$ cat config.mk
export PLATFORM = sky130hd
export DESIGN_NAME = pkls_div
export DESIGN_NICKNAME = d
export VERILOG_FILES = /design/src/position_kalman_landmark_snap_macros.svh /design/src/pkls_pkg.sv /design/src/pkls_div.sv
export SDC_FILE = /design/constraint.sdc
export NUM_CORES = 1
export LEC_CHECK = 0
export BUFFER_PORTS_ARGS = -buffer_cell sky130_fd_sc_hd__buf_2
export CAP_MARGIN = 20
export CORE_ASPECT_RATIO = 1.5
export CORE_UTILIZATION = 62
export CTS_CLUSTER_SIZE = 8
export DETAILED_ROUTE_END_ITERATION = 16
export PLACE_DENSITY = 0.86
export SLEW_MARGIN = 20
export SYNTH_ARGS = -nofsm -noshare
export SYNTH_HDL_FRONTEND = slang
export SYNTH_SLANG_ARGS = --single-unit
$ cat constraint.sdc
create_clock -name aclk -period 4.5 [get_ports aclk]
set_input_delay 0.45 -clock aclk [delete_from_list [all_inputs] [get_ports aclk]]
set_output_delay 0.45 -clock aclk [all_outputs]
set_load 0.05 [all_outputs]
$ cat src/position_kalman_landmark_snap_macros.svh
// assertion macros for the landmark snap kalman block
`ifndef POSITION_KALMAN_LANDMARK_SNAP_MACROS_SVH
`define POSITION_KALMAN_LANDMARK_SNAP_MACROS_SVH

// implication checked on every clock, quiet in reset
`define PKLS_ASSERT_IMP(label, clk, rstn, ante, cons, msg) \
    label: assert property (@(posedge clk) disable iff (!rstn) (ante) |-> (cons)) \
        else $error(msg);

// next-cycle implication checked on every clock, quiet in reset
`define PKLS_ASSERT_NEXT(label, clk, rstn, ante, cons, msg) \
    label: assert property (@(posedge clk) disable iff (!rstn) (ante) |=> (cons)) \
        else $error(msg);

`endif

$ cat src/pkls_pkg.sv
// package: types, register indexes and constants for the landmark snap kalman block
package pkls_pkg;

    typedef struct packed {
        logic signed [31:0] meas_x;
        logic signed [31:0] meas_y;
    } pkls_in_t;

    typedef struct packed {
        logic signed [31:0] est_x;
        logic signed [31:0] est_y;
        logic [2:0]         landmark_hits;
    } pkls_out_t;

    typedef enum logic [2:0] {
        REG_PROC_VAR  = 3'd0,
        REG_MEAS_VAR  = 3'd1,
        REG_INIT_VAR  = 3'd2,
        REG_SNAP_RAD  = 3'd3,
        REG_LMARK_A   = 3'd4,
        REG_LMARK_B   = 3'd5,
        REG_LMARK_C   = 3'd6,
        REG_NONE      = 3'd7
    } pkls_reg_t;

    localparam logic [31:0] PROC_VAR_RST = 32'd19661;
    localparam logic [31:0] MEAS_VAR_RST = 32'd32768;
    localparam logic [31:0] INIT_VAR_RST = 32'd6554;
    localparam logic [31:0] SNAP_RAD_RST = 32'd147456;
    localparam logic [63:0] LMARK_A_RST  = 64'd703687441776640;
    localparam logic [63:0] LMARK_B_RST  = 64'd1407374883717120;
    localparam logic [63:0] LMARK_C_RST  = 64'd703687442104320;

    localparam int GAIN_BITS = 31;   // q1.30 gain, 0..2^30
    localparam int NUM_LMARK = 3;

    typedef enum logic [3:0] {
        ST_IDLE,
        ST_PRED,
        ST_DIV_START,
        ST_DIV_WAIT,
        ST_MUL_X,
        ST_MUL_Y,
        ST_MUL_P,
        ST_APPLY,
        ST_DIST_X,
        ST_DIST_Y,
        ST_DIST_CMP,
        ST_OUT
    } pkls_state_t;

    // divider request and answer
    typedef struct packed {
        logic        start;
        logic [62:0] num;
        logic [32:0] den;
    } pkls_div_req_t;

    typedef struct packed {
        logic        done;
        logic [30:0] quo;
    } pkls_div_rsp_t;

endpackage

$ cat src/pkls_div.sv
// restoring divider: one quotient bit per cycle, 31-bit quotient register, no clamp
module pkls_div
    import pkls_pkg::*;
(
    input  logic          aclk,
    input  logic          aresetn,
    input  pkls_div_req_t req,
    output pkls_div_rsp_t rsp
);

    logic [62:0] num_reg, num_next;
    logic [32:0] den_reg, den_next;
    logic [33:0] rem_reg, rem_next;
    logic [30:0] quo_reg, quo_next;
    logic [5:0]  cnt_reg, cnt_next;
    logic        busy_reg, busy_next;
    logic        done_reg, done_next;
    logic [33:0] trial;

    // one shift-subtract step a cycle, msb of numerator first
    always_comb begin
        num_next  = num_reg;
        den_next  = den_reg;
        rem_next  = rem_reg;
        quo_next  = quo_reg;
        cnt_next  = cnt_reg;
        busy_next = busy_reg;
        done_next = 1'b0;
        trial     = '0;
        if (req.start) begin
            num_next  = req.num;
            den_next  = req.den;
            rem_next  = '0;
            quo_next  = '0;
            cnt_next  = 6'd63;
            busy_next = (req.den != '0);
            done_next = (req.den == '0);
        end else if (busy_reg) begin
            trial    = {rem_reg[32:0], num_reg[62]};
            num_next = {num_reg[61:0], 1'b0};
            if (trial >= {1'b0, den_reg}) begin
                rem_next = trial - {1'b0, den_reg};
                quo_next = {quo_reg[29:0], 1'b1};
            end else begin
                rem_next = trial;
                quo_next = {quo_reg[29:0], 1'b0};
            end
            cnt_next = cnt_reg - 6'd1;
            if (cnt_reg == 6'd1) begin
                busy_next = 1'b0;
                done_next = 1'b1;
            end
        end
    end

    always_ff @(posedge aclk) begin
        if (!aresetn) begin
            busy_reg <= 1'b0;
            done_reg <= 1'b0;
            cnt_reg  <= '0;
        end else begin
            busy_reg <= busy_next;
            done_reg <= done_next;
            cnt_reg  <= cnt_next;
        end
        num_reg <= num_next;
        den_reg <= den_next;
        rem_reg <= rem_next;
        quo_reg <= quo_next;
    end

    // quotient p*2^30/(p+r) never exceeds 2^30 so 31 bits hold it
    assign rsp.done = done_reg;
    assign rsp.quo  = quo_reg;

endmodule

After elaboration in Yosys (flattened, before gate mapping)
Cells that the tools add are included.
{"block": "classes", "addsub": 2, "n_lt_le_gt_ge": 1, "n_eq_ne": 1, "n_mux": 12, "n_reduce_logical": 3}
{"cell": "2-to-1 mux 63 bit", "n": 2}
{"cell": "greater-or-equal comparator 34 x 33 -> 1 bit", "n": 1}
{"cell": "zero test 33 bit", "n": 1}
{"cell": "2-to-1 mux 33 bit", "n": 1}
{"cell": "nonzero test 33 bit", "n": 1}
{"cell": "subtractor 33 bit", "n": 1}
{"cell": "2-to-1 mux 6 bit", "n": 2}
{"cell": "2-to-1 mux 1 bit", "n": 7}
{"cell": "equality test 6 x 1 -> 1 bit, second input constant", "n": 1}
{"cell": "subtractor 6 x 1 -> 6 bit, second input constant", "n": 1}
{"cell": "nonzero test 2 bit", "n": 1}
{"block": "totals", "register_bits": 168, "input_bits": 99, "output_inout_bits": 32}

Logic depth before layout (Yosys ltp)
{"block": "depth", "depth_word": 4, "ltp_mapped": 14, "mapped_depth_nobuf": 12}

Worst setup path after synthesis
No wires, ideal clock.
{"block": "synth_path", "path_kind": "register to register", "from": "register num_reg[62]", "to": "register rem_reg[27]", "setup_time_ns": 0.103, "t_arrival_ns": 2.739, "t_required_ns": 4.397, "setup_slack_ns": 1.657, "path_stages_with_launch": 13, "path_buffers": 0, "cell_sequence": "edfxtp_1 inv_1 ha_1 inv_1 fa_1 a21o_1 a311oi_2 o21ai_2 o2111ai_4 and4_4 nor3_1 o21a_1 a2111oi_2"}
{"block": "synth_between", "elab_chain_len": 2, "word_cells_on_any_way": 3, "classes_between": "1 x add/sub; 1 x order compare; 1 x mux"}
{"element": "start: declaration", "line_no": "pkls_div.sv:11", "rtl": "logic [62:0] num_reg, num_next;"}
{"element": "start signal: assignment", "line_no": "pkls_div.sv:66", "rtl": "num_reg <= num_next;"}
{"element": "subtractor 33 bit / greater-or-equal comparator 34 x 33 -> 1 bit (equally long branches)", "line_no": "pkls_div.sv:42, pkls_div.sv:41"}
{"element": "2-to-1 mux 33 bit (*)", "line_no": "pkls_div.sv:41", "rtl": "if (trial >= {1'b0, den_reg}) begin"}
{"element": "end signal: assignment", "line_no": "pkls_div.sv:68", "rtl": "rem_reg <= rem_next;"}
{"element": "end: declaration", "line_no": "pkls_div.sv:13", "rtl": "logic [33:0] rem_reg, rem_next;"}
Every way passes the cells marked *; elsewhere a longest branch is shown, timed or not.
A chain may end at the register's enable or synchronous reset.

Final worst setup path
{"block": "layout_path", "from": "register num_reg[62]", "to": "register rem_reg[22]"}
Same word-level chain as after synthesis.

==> run_results.csv <==
group,metric,value,unit
setup_path,startpoint,"num_reg[62]",
clocking,cts.path.max_buffers,2,
pwr,power_density,391,nW/um2
cells_and_area,largest_register_ff_count,63,
placement,gp_congestion,0.917,
clocking,clock_latency,430,ps
die,num_rows,53,
global_route,grt_pass1_vias,6772,
pwr,p_leak,4.24,nW
synth,syn_nets,946,
hold_path,whs_path_depth,1,
die,die_y,148,um
clocking,post_cts_resized,0,
cells_and_area,nets,1051,
setup_path,start_kind,"flop",
synth,synth_edf_count,96,
clocking,clock_sink_count,168,
sta,worst_pin_slew,822,ps
routing,via_per_inst,5.88,
sta,maxSlewViolCount,0,
setup_path,path_class,"reg2reg",
cells_and_area,final_cell_mix,"buf_2, edfxtp_1, nor2_1, dfxtp_1, nand2_1",
pwr,comb_power_share,17.9,%
routing,dr.pass1.iters,5,
pwr,p_switching,1.15,mW
die,start_util,63.1,%
pwr,ir_drop,0.366,mV
clocking,cts.root.buffer_cell,"clkbuf_16",
sta,final.setup.worst_slack,1220,ps
sta,timing.hold.ws,207,ps
setup_path,path_cells,"inv_1, ha_1, inv_1, fa_1, a21o_1, a311oi_2, o21a_1, a2111oi_2, nor3_1, o21a_1, o21ai_0, a311oi_1",
global_route,grt_usage,27.4,%
routing,drc_errors,0,
setup_path,arrival,3610,ps
sta,fin_crit,3280,ps
setup_path,critPathBufInv,2,
setup_path,cp_slowest_cell,"nor3_1",
sta,setup_violations,0,
clocking,cts-htree-levels,4,
sta,tns,0,ps
synth,ys_seq_area_share,49.0,%
pwr,swShare,29.2,%
synth,netlist_instances,811,
routing,drtIter0Drc,397,
setup_path,worstRegToRegCells,12,
synth,synth_ff_type,"edfxtp_1",
routing,vias,6603,
sta,finalHoldViolCount,0,
pwr,pwr-share-clk,36.0,%
cells_and_area,syn_to_final_growth,14.5,%
pwr,seqPwrFrac,46.1,%
die,io_pins,131,
setup_path,cp-end-kind,"flop",
clocking,cts_setup_buffers,0,
synth,ys_types,73,
clocking,cts_buffers,17,
die,fp.dieW,99.4,um
setup_path,r2r-start,"num_reg[62]",
flow_run,drv_cap,0,
synth,yosysWarnings,0,
die,dieArea,14700,um2
synth,synth_area_per_cell,10.9,um2
cells_and_area,drive_above_1_share,29.0,%
global_route,grt_overflow,0,
sta,slew_headroom,45.2,%
cells_and_area,layoutNonFillerInstCount,1123,
die,fp.coreArea,14000,um2
setup_path,cp.required,4830,ps
setup_path,max_stage_delay,460,ps
synth,netlist_area,8830,um2
placement,place_area,9530,um2
sta,fin_crit_sh,73.0,%
sta,fmax,0.305,GHz
cells_and_area,utilization,72.3,%
clocking,clk_pin_slew,70,ps
setup_path,critPathTopFamily,"compound AO/OA/AOI/OAI gates",
clocking,holdBufCountCts,0,
placement,dp.cells,1089,
sta,clock_skew,13.3,ps
global_route,grt_pass1_wl,31.3,mm
clocking,cts_tree,"yes",
setup_path,cp_max_fo,4,
routing,wirelength,19.3,mm
setup_path,reg2reg_to,"rem_reg[22]",
pwr,power,3.95,mW
cells_and_area,layout_commonest_cell,"buf_2",
pwr,p_int,2.80,mW
synth,async_flop_share,0,%
hold_path,hold_path_class,"in2reg",
placement,portBuffers,130,
hold_path,worstHoldStart,"req[28]",
routing,wire_per_inst,17.2,um
global_route,antenna_found_initial,2,
run_status,status,"complete, no violations",
global_route,grt_max_degree,66,
synth,yosys_register_bits,168,
hold_path,whs_endpoint,"den_reg[28]",
placement,place_ws,1260,ps
routing,ant_nets,0,
sta,rsz0062_at_grt,"no",
cells_and_area,final_cell_area,10100,um2
placement,hpwl,13.8,mm
setup_path,r2r_setup_slack,1220,ps
## cell families (layout without fill, tap and decap cells)
group	count (synthesis)	count (layout)	synth area share [%]
buffers and inverters	98	216	4.89
and+or+nand+nor	227	227	12.1
xor gates and xnor gates	22	22	2.18
DFF	168	168	49.0
muxes	96	96	11.8
AOI/OAI and AO/OA	164	164	14.8
other	0	2	0
adders and majority gates	36	36	5.19
## synth_stat cells (3+ instances only)
cell type	count	area [um2]
a311oi_1	9	78.8
or2_2	5	31.3
nor4_1	13	81.3
nand4_1	9	56.3
xor2_1	6	52.6
a31oi_1	5	31.3
and2_1	3	18.8
o21bai_1	6	45.0
o21a_1	4	30.0
or3_1	7	43.8
clkbuf_1	33	124
a211o_1	4	35.0
nor2_1	77	289
a311oi_2	15	225
inv_1	48	180
o211ai_1	9	67.6
dfxtp_1	72	1440
buf_2	10	50.1
xnor2_1	16	140
o21ai_0	16	80.1
a21o_1	19	143
nand2_1	68	255
nor3_1	10	50.1
a21boi_0	8	60.1
ha_1	35	438
a21oi_1	34	170
mux2i_1	31	310
mux2_2	65	732
edfxtp_1	96	2880
nand3_1	16	80.1
a211oi_1	6	45.0
## cell type report
cell class,instances,area [um2]
antenna,2,5.00
clock buffer,17,425
clock inverter,15,154
fill,973,3880
inverter,48,180
multi-input combinational,545,4080
sequential,168,4330
tap,192,240
timing repair buffer,136,702
## per-layer routing
layer,routed length (um),share of wire [%],vias up,GRT usage (%)
met5,0,0,-,0
met4,1020,5.3,0,18.1
met1,7090,37,3116,27.6
li1,-,-,3189,-
met2,10100,52,222,49.3
met3,1090,5.6,76,6.95
## power by group through the flow
stage | sequential (mW) | combinational [mW] | clock [mW]
3_3_place_gp | 1.85 | 0.677 | 0
2_1_floorplan | 1.83 | 0.552 | 0
6_report | 1.82 | 0.707 | 1.42
3_5_place_dp | 1.85 | 0.694 | 0
5_1_grt | 1.83 | 0.776 | 1.50
4_1_cts | 1.82 | 0.701 | 1.44
## worst max-delay path by stage
stage / end / slack, ps / depth (start not counted)
floorplan: rem_reg[27] / 1660 / 12
CTS: rem_reg[27] / 1230 / 12
detailed placement: rem_reg[27] / 1260 / 12
global route: rem_reg[27] / 990 / 12
finish: rem_reg[22] / 1220 / 12
global placement: rem_reg[27] / 1360 / 12
Note: power is estimated with default switching activity, not from simulation.
